$ cat src/rtl/core/cnlp_pkg.sv
// shared types, constants and codes of the comma number list parser
package cnlp_pkg;

   // fixed shape of the message and of the result values
   localparam int MAX_VALUES  = 16;
   localparam int FRAC_DIGITS = 7;
   localparam int LIMIT_CAP   = (MAX_VALUES < 16) ? MAX_VALUES : 16;
   localparam int CNT_W       = 5;
   localparam int SLOT_W      = 4;
   localparam int VAL_W       = 48;
   localparam int WHOLE_W     = 32;
   localparam int FRAC_Q      = 16;
   localparam int ADDR_W      = 5;
   localparam int DATA_W      = 64;

   // fraction digits are kept scaled to FRAC_DIGITS places; the Q.16 part is
   // then one multiply by the reciprocal of 10**FRAC_DIGITS
   localparam longint unsigned FRAC_SCALE = 64'(10 ** FRAC_DIGITS);
   localparam int FRAC_W      = $clog2(FRAC_SCALE);
   localparam int RECIP_SHIFT = 40;
   localparam longint unsigned FRAC_RECIP_FULL =
      ((64'd1 << (RECIP_SHIFT + FRAC_Q)) + FRAC_SCALE - 64'd1) / FRAC_SCALE;
   localparam int FRAC_RECIP_W = $clog2(FRAC_RECIP_FULL + 64'd1);
   localparam logic [FRAC_RECIP_W-1:0] FRAC_RECIP = FRAC_RECIP_W'(FRAC_RECIP_FULL);
   localparam int PROD_W = FRAC_W + FRAC_RECIP_W;

   localparam logic [WHOLE_W-1:0] WHOLE_CAP = 32'h8000_0000;
   localparam logic [WHOLE_W-1:0] INT_MAX   = 32'h7FFF_FFFF;
   localparam logic [VAL_W-1:0]   VAL_MIN   = 48'h8000_0000_0000;
   localparam logic [VAL_W-1:0]   VAL_MAX   = 48'h7FFF_FFFF_FFFF;

   // value kinds
   localparam logic [1:0] KIND_UNSIGNED = 2'd0;
   localparam logic [1:0] KIND_SIGNED   = 2'd1;
   localparam logic [1:0] KIND_DECIMAL  = 2'd2;

   // register indexes
   localparam logic [1:0] REG_VALUE_KIND = 2'd0;
   localparam logic [1:0] REG_SKIP_VALUE = 2'd1;
   localparam logic [1:0] REG_MAX_COUNT  = 2'd2;

   localparam logic [1:0]       KIND_RESET  = KIND_SIGNED;
   localparam logic [VAL_W-1:0] SKIP_RESET  = '0;
   localparam logic [CNT_W-1:0] COUNT_RESET = 5'd16;

   // characters
   localparam logic [7:0] CH_SPACE = 8'h20;
   localparam logic [7:0] CH_COMMA = 8'h2C;
   localparam logic [7:0] CH_MINUS = 8'h2D;
   localparam logic [7:0] CH_DOT   = 8'h2E;
   localparam logic [7:0] CH_ZERO  = 8'h30;
   localparam logic [7:0] CH_NINE  = 8'h39;

   typedef enum logic [2:0] {
      PH_START,
      PH_LEAD,
      PH_WHOLE,
      PH_SPAN,
      PH_FRAC,
      PH_SKIP,
      PH_IDLE,
      PH_OVER
   } phase_type;

   typedef struct packed {
      logic [1:0]       kind;
      logic [VAL_W-1:0] skip;
      logic [CNT_W-1:0] limit;
   } cfg_type;

   typedef struct packed {
      logic              is_end;
      logic              has_field;
      logic              status_only;
      logic              ovf;
      logic [SLOT_W-1:0] slot;
      logic [CNT_W-1:0]  pad_next;
      logic [CNT_W-1:0]  pad_end;
      logic [CNT_W-1:0]  count;
   } meta_type;

   typedef struct packed {
      meta_type           meta;
      logic               tok;
      logic               neg;
      logic               dec;
      logic [WHOLE_W-1:0] whole;
      logic [FRAC_W-1:0]  frac;
   } evt_type;

   typedef struct packed {
      meta_type           meta;
      logic               tok;
      logic               neg;
      logic               dec;
      logic [WHOLE_W-1:0] whole_s;
      logic [FRAC_Q-1:0]  q;
   } calc_type;

   typedef struct packed {
      meta_type         meta;
      logic             tok;
      logic [VAL_W-1:0] value;
   } job_type;

   typedef struct packed {
      logic in_burst;
      logic padding;
   } emit_stat_type;

endpackage

$ cat src/rtl/core/cnlp_csr.sv
// configuration registers behind the apb-style port
module cnlp_csr
   import cnlp_pkg::*;
(
   input  logic              clock,
   input  logic              reset,
   input  logic              psel,
   input  logic              penable,
   input  logic              pwrite,
   input  logic [ADDR_W-1:0] paddr,
   input  logic [DATA_W-1:0] pwdata,
   output logic [DATA_W-1:0] prdata,
   output logic              pready,
   output cfg_type           cfg
);

   logic [1:0]       kind_ff;
   logic [VAL_W-1:0] skip_ff;
   logic [CNT_W-1:0] maxc_ff;
   logic [1:0]       kind_in;
   logic [VAL_W-1:0] skip_in;
   logic [CNT_W-1:0] maxc_in;
   logic [1:0]       reg_sel;
   logic             wr;

   assign pready  = 1'b1;
   assign reg_sel = paddr[ADDR_W-1:3];
   assign wr      = psel && penable && pwrite && pready;

   always_comb begin
      kind_in = kind_ff;
      skip_in = skip_ff;
      maxc_in = maxc_ff;
      if (wr) begin
         case (reg_sel)
            REG_VALUE_KIND: kind_in = pwdata[1:0];
            REG_SKIP_VALUE: skip_in = pwdata[VAL_W-1:0];
            REG_MAX_COUNT:  maxc_in = pwdata[CNT_W-1:0];
            default: ;
         endcase
      end
   end

   always_comb begin
      case (reg_sel)
         REG_VALUE_KIND: prdata = {{(DATA_W-2){1'b0}}, kind_ff};
         REG_SKIP_VALUE: prdata = {{(DATA_W-VAL_W){1'b0}}, skip_ff};
         REG_MAX_COUNT:  prdata = {{(DATA_W-CNT_W){1'b0}}, maxc_ff};
         default:        prdata = '0;
      endcase
   end

   // effective kind and count limit
   always_comb begin
      if (kind_ff == KIND_DECIMAL) begin
         cfg.kind = KIND_DECIMAL;
      end else if (kind_ff == KIND_UNSIGNED) begin
         cfg.kind = KIND_UNSIGNED;
      end else begin
         cfg.kind = KIND_SIGNED;
      end
      cfg.skip = skip_ff;
      if (maxc_ff == '0) begin
         cfg.limit = CNT_W'(1);
      end else if (maxc_ff > CNT_W'(LIMIT_CAP)) begin
         cfg.limit = CNT_W'(LIMIT_CAP);
      end else begin
         cfg.limit = maxc_ff;
      end
   end

   always_ff @(posedge clock) begin
      if (reset) begin
         kind_ff <= KIND_RESET;
         skip_ff <= SKIP_RESET;
         maxc_ff <= COUNT_RESET;
      end else begin
         kind_ff <= kind_in;
         skip_ff <= skip_in;
         maxc_ff <= maxc_in;
      end
   end

endmodule

$ cat src/rtl/core/cnlp_scan.sv
// per-character field tracker; posts one record per closed field or message end
module cnlp_scan
   import cnlp_pkg::*;
(
   input  logic     clock,
   input  logic     reset,
   input  cfg_type  cfg,
   input  logic     req_valid,
   output logic     req_ready,
   input  logic [7:0] req_char_code,
   input  logic     req_message_end,
   output logic     ev_valid,
   input  logic     ev_ready,
   output evt_type  ev
);

   phase_type          phase_ff, phase_in;
   logic [WHOLE_W-1:0] whole_ff, whole_in;
   logic [FRAC_W-1:0]  frac_ff, frac_in;
   logic [2:0]         fdig_ff, fdig_in;
   logic               neg_ff, neg_in;
   logic               tok_ff, tok_in;
   logic [CNT_W-1:0]   done_ff, done_in;
   logic               pend_ff, pend_in;
   logic               ev_valid_ff, ev_valid_in;
   evt_type            ev_ff, ev_in;

   logic               accept;
   logic               is_dig;
   logic               is_minus;
   logic               is_dot;
   logic               dec;
   logic               num_set;
   logic               allowed;
   logic [3:0]         dval;
   logic               fire;
   logic               in_fld;
   logic [CNT_W-1:0]   done_new;
   evt_type            ev_new;

   function automatic logic is_field(input phase_type p);
      return p == PH_LEAD || p == PH_WHOLE || p == PH_SPAN || p == PH_FRAC || p == PH_SKIP;
   endfunction

   // saturating whole*10 + digit
   function automatic logic [WHOLE_W-1:0] add_whole(input logic [WHOLE_W-1:0] acc,
                                                    input logic [3:0] dig);
      logic [WHOLE_W+2:0] m;
      m = ({3'b0, acc} << 3) + ({3'b0, acc} << 1) + {{(WHOLE_W-1){1'b0}}, dig};
      if (m > (WHOLE_W+3)'(WHOLE_CAP)) begin
         return WHOLE_CAP;
      end
      return m[WHOLE_W-1:0];
   endfunction

   // weight of the fraction digit at position pos
   function automatic logic [FRAC_W-1:0] frac_place(input logic [2:0] pos);
      logic [FRAC_W-1:0] p;
      p = FRAC_W'(1);
      for (int i = 0; i < FRAC_DIGITS - 1; i++) begin
         if (i + int'(pos) < FRAC_DIGITS - 1) begin
            p = FRAC_W'(p * 10);
         end
      end
      return p;
   endfunction

   assign accept    = req_valid && req_ready;
   assign req_ready = !ev_valid_ff || ev_ready;
   assign ev_valid  = ev_valid_ff;
   assign ev        = ev_ff;

   assign is_dig   = req_char_code >= CH_ZERO && req_char_code <= CH_NINE;
   assign is_minus = req_char_code == CH_MINUS;
   assign is_dot   = req_char_code == CH_DOT;
   assign dec      = cfg.kind == KIND_DECIMAL;
   assign num_set  = is_dig || (is_minus && cfg.kind != KIND_UNSIGNED) || (is_dot && dec);
   assign allowed  = req_char_code == CH_SPACE || req_char_code == CH_COMMA || num_set;
   assign dval     = req_char_code[3:0];

   always_comb begin
      phase_in = phase_ff;
      whole_in = whole_ff;
      frac_in  = frac_ff;
      fdig_in  = fdig_ff;
      neg_in   = neg_ff;
      tok_in   = tok_ff;
      done_in  = done_ff;
      pend_in  = pend_ff;
      fire     = 1'b0;
      in_fld   = 1'b0;
      done_new = done_ff;
      ev_new   = '0;

      if (accept && !req_message_end) begin
         // field opening
         if (phase_in == PH_START) begin
            if (pend_ff || !allowed) begin
               phase_in = PH_IDLE;
            end else if (done_ff >= cfg.limit) begin
               phase_in = PH_OVER;
            end else begin
               whole_in = '0;
               frac_in  = '0;
               fdig_in  = '0;
               neg_in   = 1'b0;
               tok_in   = 1'b0;
               phase_in = PH_LEAD;
            end
         end
         if (!allowed) begin
            pend_in = 1'b1;
         end
         in_fld = is_field(phase_in);
         if (in_fld && req_char_code == CH_COMMA) begin
            fire                  = 1'b1;
            ev_new.meta.has_field = 1'b1;
            ev_new.meta.slot      = done_ff[SLOT_W-1:0];
            ev_new.tok            = tok_in;
            ev_new.neg            = neg_in;
            ev_new.dec            = dec;
            ev_new.whole          = whole_in;
            ev_new.frac           = frac_in;
            done_in               = done_ff + CNT_W'(1);
            phase_in              = PH_START;
         end else if (in_fld) begin
            case (phase_in)
               PH_LEAD: begin
                  if (req_char_code != CH_SPACE) begin
                     tok_in = num_set;
                     if (!num_set) begin
                        phase_in = PH_SKIP;
                     end else if (is_minus) begin
                        neg_in   = 1'b1;
                        phase_in = PH_WHOLE;
                     end else if (is_dot) begin
                        phase_in = PH_FRAC;
                     end else begin
                        whole_in = add_whole(whole_in, dval);
                        phase_in = PH_WHOLE;
                     end
                  end
               end
               PH_WHOLE: begin
                  if (is_dig) begin
                     whole_in = add_whole(whole_in, dval);
                  end else if (dec && is_minus) begin
                     phase_in = PH_SPAN;
                  end else if (dec && is_dot) begin
                     phase_in = PH_FRAC;
                  end else begin
                     phase_in = PH_SKIP;
                  end
               end
               PH_SPAN: begin
                  if (!(is_dig || is_minus)) begin
                     phase_in = (dec && is_dot) ? PH_FRAC : PH_SKIP;
                  end
               end
               PH_FRAC: begin
                  if (!is_dig) begin
                     phase_in = PH_SKIP;
                  end else if (fdig_in < 3'(FRAC_DIGITS)) begin
                     frac_in = frac_in + FRAC_W'({{FRAC_W{1'b0}}, dval}
                                                 * {4'b0, frac_place(fdig_in)});
                     fdig_in = fdig_in + 3'd1;
                  end
               end
               default: ;
            endcase
         end
      end else if (accept) begin
         // message end: close any open field and size the padding run
         in_fld                  = is_field(phase_ff);
         done_new                = done_ff + CNT_W'(in_fld);
         fire                    = 1'b1;
         ev_new.meta.is_end      = 1'b1;
         ev_new.meta.has_field   = in_fld;
         ev_new.meta.slot        = done_ff[SLOT_W-1:0];
         ev_new.meta.ovf         = phase_ff == PH_OVER;
         ev_new.meta.pad_next    = done_new;
         ev_new.meta.pad_end     = (phase_ff == PH_OVER || done_new >= cfg.limit)
                                   ? done_new : cfg.limit;
         ev_new.meta.status_only = !in_fld && ev_new.meta.pad_end == done_new;
         ev_new.meta.count       = done_new;
         ev_new.tok              = tok_ff;
         ev_new.neg              = neg_ff;
         ev_new.dec              = dec;
         ev_new.whole            = whole_ff;
         ev_new.frac             = frac_ff;
         phase_in = PH_START;
         done_in  = '0;
         pend_in  = 1'b0;
         whole_in = '0;
         frac_in  = '0;
         fdig_in  = '0;
         neg_in   = 1'b0;
         tok_in   = 1'b0;
      end

      if (fire) begin
         ev_valid_in = 1'b1;
         ev_in       = ev_new;
      end else begin
         ev_valid_in = ev_valid_ff && !ev_ready;
         ev_in       = ev_ff;
      end
   end

   always_ff @(posedge clock) begin
      if (reset) begin
         phase_ff    <= PH_START;
         done_ff     <= '0;
         pend_ff     <= 1'b0;
         ev_valid_ff <= 1'b0;
      end else begin
         phase_ff    <= phase_in;
         done_ff     <= done_in;
         pend_ff     <= pend_in;
         ev_valid_ff <= ev_valid_in;
      end
   end

   always_ff @(posedge clock) begin
      whole_ff <= whole_in;
      frac_ff  <= frac_in;
      fdig_ff  <= fdig_in;
      neg_ff   <= neg_in;
      tok_ff   <= tok_in;
      ev_ff    <= ev_in;
   end

endmodule

$ cat src/rtl/core/cnlp_value.sv
// signed whole part and fraction multiply, then q.16 combine and saturation
module cnlp_value
   import cnlp_pkg::*;
(
   input  logic     clock,
   input  logic     reset,
   input  logic     in_valid,
   output logic     in_ready,
   input  evt_type  in_evt,
   output logic     out_valid,
   input  logic     out_ready,
   output job_type  out_job
);

   logic       a_valid_ff, a_valid_in;
   calc_type   a_ff, a_in;

   logic [PROD_W-1:0]  prod;
   logic [VAL_W:0]     base;
   logic [VAL_W:0]     qx;
   logic [VAL_W:0]     sum;
   logic [VAL_W-1:0]   val;

   assign in_ready  = !a_valid_ff || out_ready;
   assign out_valid = a_valid_ff;

   // stage a: whole clamp or negate, fraction times reciprocal of 10**FRAC_DIGITS
   always_comb begin
      prod         = PROD_W'(in_evt.frac) * PROD_W'(FRAC_RECIP);
      a_in.meta    = in_evt.meta;
      a_in.tok     = in_evt.tok;
      a_in.neg     = in_evt.neg;
      a_in.dec     = in_evt.dec;
      a_in.q       = prod[RECIP_SHIFT+FRAC_Q-1:RECIP_SHIFT];
      if (in_evt.neg) begin
         a_in.whole_s = WHOLE_W'(0) - in_evt.whole;
      end else if (in_evt.whole > INT_MAX) begin
         a_in.whole_s = INT_MAX;
      end else begin
         a_in.whole_s = in_evt.whole;
      end
      a_valid_in = in_ready ? in_valid : a_valid_ff;
   end

   // combine: integers sign-extend, decimals whole*65536 +/- q clamped to 48 bits
   always_comb begin
      base = {{(VAL_W+1-WHOLE_W-FRAC_Q){a_ff.whole_s[WHOLE_W-1]}}, a_ff.whole_s, FRAC_Q'(0)};
      qx   = {{(VAL_W+1-FRAC_Q){1'b0}}, a_ff.q};
      sum  = a_ff.neg ? base - qx : base + qx;
      if (!a_ff.dec) begin
         val = {{(VAL_W-WHOLE_W){a_ff.whole_s[WHOLE_W-1]}}, a_ff.whole_s};
      end else if (sum[VAL_W] != sum[VAL_W-1]) begin
         val = sum[VAL_W] ? VAL_MIN : VAL_MAX;
      end else begin
         val = sum[VAL_W-1:0];
      end
      out_job.meta  = a_ff.meta;
      out_job.tok   = a_ff.tok;
      out_job.value = val;
   end

   always_ff @(posedge clock) begin
      if (reset) begin
         a_valid_ff <= 1'b0;
      end else begin
         a_valid_ff <= a_valid_in;
      end
   end

   always_ff @(posedge clock) begin
      if (in_valid && in_ready) begin
         a_ff <= a_in;
      end
   end

endmodule

$ cat src/rtl/core/cnlp_emit.sv
// result register and padding sequencer
module cnlp_emit
   import cnlp_pkg::*;
(
   input  logic                clock,
   input  logic                reset,
   input  cfg_type             cfg,
   input  logic                in_valid,
   output logic                in_ready,
   input  job_type             in_job,
   output logic                rsp_valid,
   input  logic                rsp_ready,
   output logic signed [VAL_W-1:0] rsp_value,
   output logic [SLOT_W-1:0]   rsp_slot,
   output logic                rsp_is_skipped,
   output logic [CNT_W-1:0]    rsp_values_received,
   output logic                rsp_overflowed,
   output logic                rsp_last_of_message,
   output emit_stat_type       stat
);

   logic     job_valid_ff, job_valid_in;
   job_type  job_ff, job_in;

   logic             last_beat;
   logic             beat_done;
   logic [CNT_W-1:0] pad_step;

   assign pad_step  = job_ff.meta.pad_next + CNT_W'(1);
   assign rsp_valid = job_valid_ff;
   assign beat_done = rsp_valid && rsp_ready;
   assign in_ready  = !job_valid_ff || (beat_done && last_beat);

   // beat select: field value first, then padding slots, or a lone status beat
   always_comb begin
      if (job_ff.meta.has_field) begin
         rsp_value      = job_ff.tok ? job_ff.value : cfg.skip;
         rsp_slot       = job_ff.meta.slot;
         rsp_is_skipped = !job_ff.tok;
         last_beat      = !job_ff.meta.is_end || job_ff.meta.pad_next == job_ff.meta.pad_end;
      end else if (job_ff.meta.status_only) begin
         rsp_value      = cfg.skip;
         rsp_slot       = '0;
         rsp_is_skipped = 1'b1;
         last_beat      = 1'b1;
      end else begin
         rsp_value      = cfg.skip;
         rsp_slot       = job_ff.meta.pad_next[SLOT_W-1:0];
         rsp_is_skipped = 1'b1;
         last_beat      = pad_step == job_ff.meta.pad_end;
      end
      rsp_last_of_message = job_ff.meta.is_end && last_beat;
      rsp_values_received = rsp_last_of_message ? job_ff.meta.count : '0;
      rsp_overflowed      = rsp_last_of_message && job_ff.meta.ovf;
      stat.in_burst       = job_valid_ff && job_ff.meta.is_end;
      stat.padding        = job_valid_ff && job_ff.meta.is_end && !job_ff.meta.has_field;
   end

   always_comb begin
      job_in       = job_ff;
      job_valid_in = job_valid_ff;
      if (in_valid && in_ready) begin
         job_in       = in_job;
         job_valid_in = 1'b1;
      end else if (beat_done) begin
         if (last_beat) begin
            job_valid_in = 1'b0;
         end else if (job_ff.meta.has_field) begin
            job_in.meta.has_field = 1'b0;
         end else begin
            job_in.meta.pad_next = pad_step;
         end
      end
   end

   always_ff @(posedge clock) begin
      if (reset) begin
         job_valid_ff <= 1'b0;
      end else begin
         job_valid_ff <= job_valid_in;
      end
   end

   always_ff @(posedge clock) begin
      job_ff <= job_in;
   end

endmodule

$ cat src/rtl/core/comma_number_list_parser_top.sv
// top level of the comma number list parser: csr block, scanner, value pipe, result stage
//
// takes one message character per req beat and splits the leading run of allowed
// characters (space, comma, digits, plus '-' for signed and '-' and '.' for decimal
// kind) into comma separated numbers. every field closed by a comma gives one rsp
// beat with its value; an empty field, or one whose first character is not a number
// character, gives skip_value with is_skipped set. integers saturate to signed 32
// bits, decimals come out as signed q.16 from up to seven fraction digits, truncated.
// a beat with req_message_end set closes the open field and then pads the remaining
// slots up to max_count with skip_value, unless more fields came than max_count
// allows; the last beat of a message carries values_received, overflowed and
// last_of_message. throughput is one character per clock while req_ready is high:
// the field state lives in a single register set updated every beat, and each
// closed field flows through three registered stages (field record, fraction
// multiply, result register) on its way to rsp. a message end yields from one up
// to max_count rsp beats at one per clock, while rsp_ready is high, from the result
// register; while that burst drains, req keeps being taken until the two
// registered stages in front of it are full, then req_ready drops. registers sit
// at byte addresses 0 (value_kind), 8 (skip_value) and 16 (max_count), 64-bit data,
// and should only be written while no results are outstanding.
module comma_number_list_parser_top
   import cnlp_pkg::*;
(
   input  logic                    clock,
   input  logic                    reset,
   // character beats
   input  logic                    req_valid,
   output logic                    req_ready,
   input  logic [7:0]              req_char_code,
   input  logic                    req_message_end,
   // result beats
   output logic                    rsp_valid,
   input  logic                    rsp_ready,
   output logic signed [VAL_W-1:0] rsp_value,
   output logic [SLOT_W-1:0]       rsp_slot,
   output logic                    rsp_is_skipped,
   output logic [CNT_W-1:0]        rsp_values_received,
   output logic                    rsp_overflowed,
   output logic                    rsp_last_of_message,
   // register port
   input  logic                    psel,
   input  logic                    penable,
   input  logic                    pwrite,
   input  logic [ADDR_W-1:0]       paddr,
   input  logic [DATA_W-1:0]       pwdata,
   output logic [DATA_W-1:0]       prdata,
   output logic                    pready
);

   cfg_type        cfg;
   logic           ev_valid;
   logic           ev_ready;
   evt_type        ev;
   logic           job_valid;
   logic           job_ready;
   job_type        job;
   emit_stat_type  stat;

   // live configuration; kind 3 folds to signed, count limit clamped to 1..16
   cnlp_csr u_csr (
      .clock   (clock),
      .reset   (reset),
      .psel    (psel),
      .penable (penable),
      .pwrite  (pwrite),
      .paddr   (paddr),
      .pwdata  (pwdata),
      .prdata  (prdata),
      .pready  (pready),
      .cfg     (cfg)
   );

   // per-character state machine; posts a record per field-closing comma or message end
   cnlp_scan u_scan (
      .clock           (clock),
      .reset           (reset),
      .cfg             (cfg),
      .req_valid       (req_valid),
      .req_ready       (req_ready),
      .req_char_code   (req_char_code),
      .req_message_end (req_message_end),
      .ev_valid        (ev_valid),
      .ev_ready        (ev_ready),
      .ev              (ev)
   );

   // fraction multiply stage then q.16 combine
   cnlp_value u_value (
      .clock     (clock),
      .reset     (reset),
      .in_valid  (ev_valid),
      .in_ready  (ev_ready),
      .in_evt    (ev),
      .out_valid (job_valid),
      .out_ready (job_ready),
      .out_job   (job)
   );

   // result register, expands a message end into its padding beats
   cnlp_emit u_emit (
      .clock               (clock),
      .reset               (reset),
      .cfg                 (cfg),
      .in_valid            (job_valid),
      .in_ready            (job_ready),
      .in_job              (job),
      .rsp_valid           (rsp_valid),
      .rsp_ready           (rsp_ready),
      .rsp_value           (rsp_value),
      .rsp_slot            (rsp_slot),
      .rsp_is_skipped      (rsp_is_skipped),
      .rsp_values_received (rsp_values_received),
      .rsp_overflowed      (rsp_overflowed),
      .rsp_last_of_message (rsp_last_of_message),
      .stat                (stat)
   );

`ifndef NO_ASSERTIONS
   // an overflowed message ends in a lone status beat
   a_ovf_status_only: assert property (@(posedge clock) disable iff (reset)
      rsp_valid && rsp_overflowed |->
         rsp_last_of_message && rsp_is_skipped && rsp_slot == '0)
      else $error("overflow flagged on a beat that is not a lone status beat");

   // count and overflow only travel on the final beat of a message
   a_status_on_last: assert property (@(posedge clock) disable iff (reset)
      rsp_valid && !rsp_last_of_message |-> rsp_values_received == '0 && !rsp_overflowed)
      else $error("message status seen before the last beat");

   // inside an end burst the slots run back to back without gaps
   a_burst_slots: assert property (@(posedge clock) disable iff (reset)
      rsp_valid && rsp_ready && !rsp_last_of_message && stat.in_burst |=>
         rsp_valid && rsp_slot == $past(rsp_slot) + SLOT_W'(1))
      else $error("end burst slot sequence broken");

   // padding beats always carry the skip marker
   a_pad_skipped: assert property (@(posedge clock) disable iff (reset)
      stat.padding |-> rsp_valid && rsp_is_skipped)
      else $error("padding beat without skip marker");
`endif

endmodule

$ cat config.mk
export PLATFORM = sky130hd
export DESIGN_NAME = comma_number_list_parser_top
export DESIGN_NICKNAME = d
export VERILOG_FILES = /design/src/rtl/core/cnlp_pkg.sv /design/src/rtl/core/cnlp_csr.sv /design/src/rtl/core/cnlp_scan.sv /design/src/rtl/core/cnlp_value.sv /design/src/rtl/core/cnlp_emit.sv /design/src/rtl/core/comma_number_list_parser_top.sv
export SDC_FILE = /design/constraint.sdc
export NUM_CORES = 2
export LEC_CHECK = 0
export BUFFER_PORTS_ARGS = -buffer_cell sky130_fd_sc_hd__buf_2
export CAP_MARGIN = 30
export CORE_MARGIN = 3
export CORE_UTILIZATION = 40
export CTS_CLUSTER_SIZE = 24
export DETAILED_ROUTE_END_ITERATION = 10
export GPL_TIMING_DRIVEN = 0
export SLEW_MARGIN = 20
export SYNTH_ARGS = -nofsm -noshare
export SYNTH_HDL_FRONTEND = slang
export SYNTH_HIERARCHICAL = 1
export SYNTH_SLANG_ARGS = --single-unit
$ cat constraint.sdc
create_clock -name clock -period 9.8 [get_ports clock]
set_input_delay 0.98 -clock clock [delete_from_list [all_inputs] [get_ports clock]]
set_output_delay 0.98 -clock clock [all_outputs]
set_load 0.05 [all_outputs]
# == After elaboration in Yosys (flattened, before gate mapping) ==
# Cells that the tools add are included.
# word_totals
ff_bits,346
inputBits,85
out_inout_bits,127
wordCells,351
# classes
n_addsub,15
n_mul,7
magnitude_cmp,14
eq_ne,28
n_mux,176
n_bitwise,1
n_reduce_logical,62
# op_table
op,count
24-bit 2-to-1 mux,52
32-bit 2-to-1 mux,18
48-bit 2-to-1 mux,5
"32-bit by 4-bit < comparator with 1-bit output, second input constant",5
48-bit one-hot mux with 3 select lines,1
"24-bit by 3-bit multiplier with 23-bit output, second input constant",5
59-bit 2-to-1 mux,2
82-bit 2-to-1 mux,1
3-bit 2-to-1 mux,26
32-bit one-hot mux with 2 select lines,1
5-bit 2-to-1 mux,11
"24-bit by 31-bit multiplier with 54-bit output, second input constant",1
1-bit 2-to-1 mux,51
48-bit by 17-bit adder with 49-bit output,1
49-bit 2-to-1 mux,1
48-bit by 17-bit subtractor with 49-bit output,1
35-bit by 33-bit adder with 35-bit output,1
35-bit by 4-bit adder with 35-bit output,1
"35-bit by 32-bit greater-than comparator with 1-bit output, second input constant",1
"8-bit by 6-bit == test with 1-bit output, second input constant",4
"32-bit by 31-bit greater-than comparator with 1-bit output, second input constant",1
"1-bit by 32-bit subtractor with 32-bit output, first input constant",1
24-bit adder,1
4-bit by 24-bit multiplier with 24-bit output,1
34 further kinds,110

# == Longest topological paths before layout ==
# logic_depth
ltp_word,69
mapped_depth,54
mapped_depth_nobuf,52

# == By module ==
# Netlist, hierarchy kept.
# by_module_without_submodules
mod,instances,cells_per_inst,area_per_inst_um2,seq_area_each_um2
cnlp_value,1,1806,17506.8,2242.2
cnlp_scan,1,1498,14086.0,4344.2
cnlp_emit,1,225,3458.3,2182.1
cnlp_csr,1,322,2961.6,1101.1

# == Worst setup path after synthesis ==
# OpenSTA, ideal clock, no wires.
# synth_path
kind,input to register
startpoint,input port req_char_code[6]
endpoint,register u_scan.frac_ff[23] (data pin)
arrival_ps,10247
setup_slack_ps,-716
path_stages,50
path_cell_list,or3b_1 clkbuf_1 nor3_2 a2bb2oi_2 or2_2 clkbuf_1 nand2_1 inv_1 ha_1 clkbuf_1 a21oi_1 ha_1 clkbuf_1 nand2_1 o41ai_1 a221o_1 a21oi_1 inv_1 (+14 left out) xor2_1 o21ai_0 nand2_1 fa_1 inv_1 fa_1 fa_1 ha_1 nor3_1 o311ai_0 a31o_2 a21o_1 a21oi_1 o21ai_0 a21o_1 a21oi_1 xnor2_1 a21oi_1
# synth_via
elab_chain_cells,66
word_cells_on_any_way,101
# synth_rtl
item,line,rtl
from (decl),comma_number_list_parser_top.sv:29,"input logic [7:0] req_char_code,"
8-bit by 6-bit >= comparator with 1-bit output (tied with other cells),cnlp_scan.sv:73,assign is_dig = req_char_code >= CH_ZERO && req_char_code <= CH_NINE;
"1-bit logical AND, on equally long branches","cnlp_scan.sv:73, cnlp_scan.sv:77",
1-bit logical OR (2 in a row),cnlp_scan.sv:77,assign num_set = is_dig || (is_minus && cfg.kind != KIND_UNSIGNED) || (is_dot && dec);
1-bit logical OR,cnlp_scan.sv:78,assign allowed = req_char_code == CH_SPACE || req_char_code == CH_COMMA || num_set;
1-bit logical NOT,cnlp_scan.sv:98,if (pend_ff || !allowed) begin
1-bit logical OR,cnlp_scan.sv:98,
3-bit 2-to-1 mux,cnlp_scan.sv:98,
3-bit 2-to-1 mux,cnlp_scan.sv:97,if (phase_in == PH_START) begin
(+49 left out),n/a,
4-bit by 24-bit multiplier with 24-bit output,cnlp_scan.sv:165,"* {4'b0, frac_place(fdig_in)});"
24-bit adder,cnlp_scan.sv:164,"frac_in = frac_in + FRAC_W'({{FRAC_W{1'b0}}, dval}"
24-bit 2-to-1 mux,cnlp_scan.sv:163,end else if (fdig_in < 3'(FRAC_DIGITS)) begin
24-bit 2-to-1 mux,cnlp_scan.sv:161,if (!is_dig) begin
24-bit 2-to-1 mux,cnlp_scan.sv:127,case (phase_in)
24-bit 2-to-1 mux,cnlp_scan.sv:126,end else if (in_fld) begin
24-bit 2-to-1 mux *,cnlp_scan.sv:115,if (in_fld && req_char_code == CH_COMMA) begin
24-bit 2-to-1 mux *,cnlp_scan.sv:95,if (accept && !req_message_end) begin
to (signal assigned),cnlp_scan.sv:226,frac_ff <= frac_in;
to (decl),cnlp_scan.sv:19,"logic [FRAC_W-1:0] frac_ff, frac_in;"
# Mark *: on every way between the ends. The rest lies on a longest branch, timed or not. The select of a mux whose other input is x is not followed.
# A chain may end at the register's enable or synchronous reset.

==> reports/qor.csv <==
stage;metric;value;unit
timing;final setup fails;0;
cts;CTS Buffer Depth;3;
power_and_ir_drop;PD cells;289;nW/um^2
route;1st-iter DRT viols;1932;
die;row count;112;
cts;Worst-path clk slew;60;ps
setup_path;critical path class;flop to flop;
die;die area;98700;sq um
setup_path;reg2reg start;u_csr/maxc_ff[1];
route;total wire length;101;mm
route;drt wl/cell;18.7;um
die;Starting Density;40.5;%
route;DR pass1 iterations;6;
finish;Multi-input gate area;26000;sq um
power_and_ir_drop;Tot Pwr;12.5;mW
timing;Worst-Margin Slew;979;ps
cts;Clock Latency Late Sink;560;ps
timing;RSZ-0062 raised after global routing;yes;
finish;layout cells sized above 1;14.9;%
setup_path;r2r worst-path depth;47;
global_route;wire length of the first global-routing pass;160;mm
place;pre-CTS WS;-2110;ps
setup_path;Crit. End Element;flop;
setup_path;Setup crit start;u_csr/maxc_ff[1];
timing;Slew Limit Fails;0;
timing;post-route clock period utilization;98.6;%
die;num ports;212;
timing;Max transition margin;34.5;%
job;max_cap viols;0;
timing;fmax;103;MHz
cts;CTS tree;yes;
cts;clk sinks;351;
setup_path;Max FO, Critical Path;6;
global_route;number of global-route vias before repair;28200;
die;Die Y;314;um
finish;fin util;46.2;%
run_status;status;finished, final reports clean;
route;total vias in the final route;28100;
global_route;pin count of the biggest net entering global routing;59;
global_route;Overall Global Routing Usage;20.3;%
setup_path;CP peak stage delay;540;ps
setup_path;cell mode on critical path;ha_4;
timing;post-route setup slack;138;ps
setup_path;startpoint types;flop;
finish;area delta synth->final;14.0;%
power_and_ir_drop;Max VDD drop;0.375;mV
place;post-DP HPWL;83.2;mm
setup_path;reg2reg end;u_scan/frac_ff[23];
timing;post-layout min period;9660;ps
route;post-route ant nets;0;
setup_path;CP required;10090;ps
finish;Layout Nets;4992;
timing;Clock Skews;20.3;ps
min_path;worst hold start;u_scan/ev[78];
min_path;Hold Path Cell Cnt;0;
synthesis;mapped cell area;38000;sq um
min_path;Hold WC Path Type;flop to flop;
place;Port-buffer cells;174;
global_route;Remaining Overflow, GRT;0;
place;Final Wtd Congestion;0.921;
timing;endpoints failing hold;0;
route;via/cell ratio;5.19;
global_route;initial antenna violation count;1;
cts;CTS buffer count;40;
setup_path;Worst EP arrival;9950;ps
finish;fillers;8728;
die;Die X;314;um
synthesis;Yosys warnings;6;
power_and_ir_drop;Leakage;19.4;nW
setup_path;FF-to-FF setup slack;140;ps
route;DRC viols;0;
setup_path;slowest stage cell on the critical path;fa_1;
die;Core Footprint;93700;sq um
finish;Reg area;9880;sq um
timing;Min Hold Slack;418;ps
min_path;Hold Path End;u_value/out_job[68];
cts;H-tree levels;2;
synthesis;Syn Area/Cell;9.87;sq um
finish;ANT cells;0;
cts;root buffer cell;clkbuf_16;
synthesis;Mapped Cells;3849;
## registers in the layout (all words and copies together), names as in the netlist
name / cells
u_scan/neg_ff: 1
u_emit/job_ff: 72
u_csr/kind_ff: 2
u_emit/rsp_valid: 1
u_scan/ev: 77
u_scan/ev_valid: 1
u_scan/frac_ff: 24
u_scan/done_ff: 5
u_scan/fdig_ff: 3
u_scan/whole_ff: 32
u_value/out_job: 24
u_csr/skip_ff: 48
u_value/out_valid: 1
u_scan/tok_ff: 1
u_value/a_ff: 50
u_scan/pend_ff: 1
u_scan/phase_ff: 3
u_csr/maxc_ff: 5
## routing by layer
layer	vias up	GRT usage (%)	wire length (um)
met5	-	0	0
met4	0	4.08	1820
met3	106	2.18	5020
met2	693	33.8	47700
met1	13700	28.9	46800
li1	13600	-	-
## repair_timing
item                                    in CTS  in global routing
hold buffers                                 0                  0
cloned                                       0                  0
endpoints found under the setup margin      19                 10
buffers inserted                            24                 23
resized for setup                           69                 87
pin swaps                                   50                 93
## cell type report
class | count | area share (%)
Clock buffer | 54 | 2.64
Tap cell | 1254 | 3.62
Inverter | 577 | 5.02
Multi-Input combinational cell | 2763 | 60.0
Sequential cell | 351 | 22.8
Buffer | 169 | 2.20
Clock inverter | 19 | 0.600
Timing Repair Buffer | 225 | 3.14
## critical path, delay by kind of cell (launching register included)
family | cells | cell delay [ps]
AOI/OAI and AO/OA | 14 | 2510
DFF | 1 | 380
xor gates and xnor gates | 4 | 720
adders and majority gates | 11 | 3390
buffers and inverters | 5 | 460
muxes | 1 | 320
and+or+nand+nor | 12 | 1630
## worst max path at each step
stage | to | slack, ps | cells after the start
4_1_cts | u_scan/frac_ff[23] | 6 | 51
3_5_place_dp | u_scan/frac_ff[21] | -2110 | 48
5_1_grt | u_scan/frac_ff[22] | -280 | 54
6_report | u_scan/frac_ff[23] | 140 | 47
3_3_place_gp | u_scan/frac_ff[21] | -2060 | 46
2_1_floorplan | u_scan/frac_ff[23] | -8 | 42
## where the power goes
group	total, mW	switching (mW)	internal (mW)
logic	9.05	5.40	3.65
clock network	1.59	0.613	0.980
registers	1.88	0.0780	1.81
total	12.5	6.09	6.44
## cell usage in the layout (no fill, tap or decap), types with 25 or more instances in the layout
cell	instances
mux2_2	49
and2_1	192
dfxtp_1	63
ha_1	378
buf_4	94
o21ai_0	106
nand2_1	199
o22ai_1	33
edfxtp_1	284
nor2b_1	32
xnor2_1	85
o21a_1	25
a21o_1	52
nor2_1	216
fa_1	368
nor3_1	60
a31oi_1	38
mux2i_1	61
ha_4	29
clkbuf_16	43
xor2_1	62
nand3_1	56
nand2b_1	133
buf_2	184
inv_1	566
a21oi_1	144
clkbuf_1	97
## metrics by stage
stage | instances | setup TNS (ps) | area (sq um)
2_1_floorplan | 3866 | -7.61 | 38300
3_5_place_dp | 5298 | -24020 | 40900
4_1_cts | 5390 | 0 | 42800
6_report | 5412 | 0 | 43300
3_3_place_gp | 5294 | -23160 | 40800
5_1_grt | 5412 | -1160 | 43300
No activity file was read; power rests on OpenSTA's default activity.
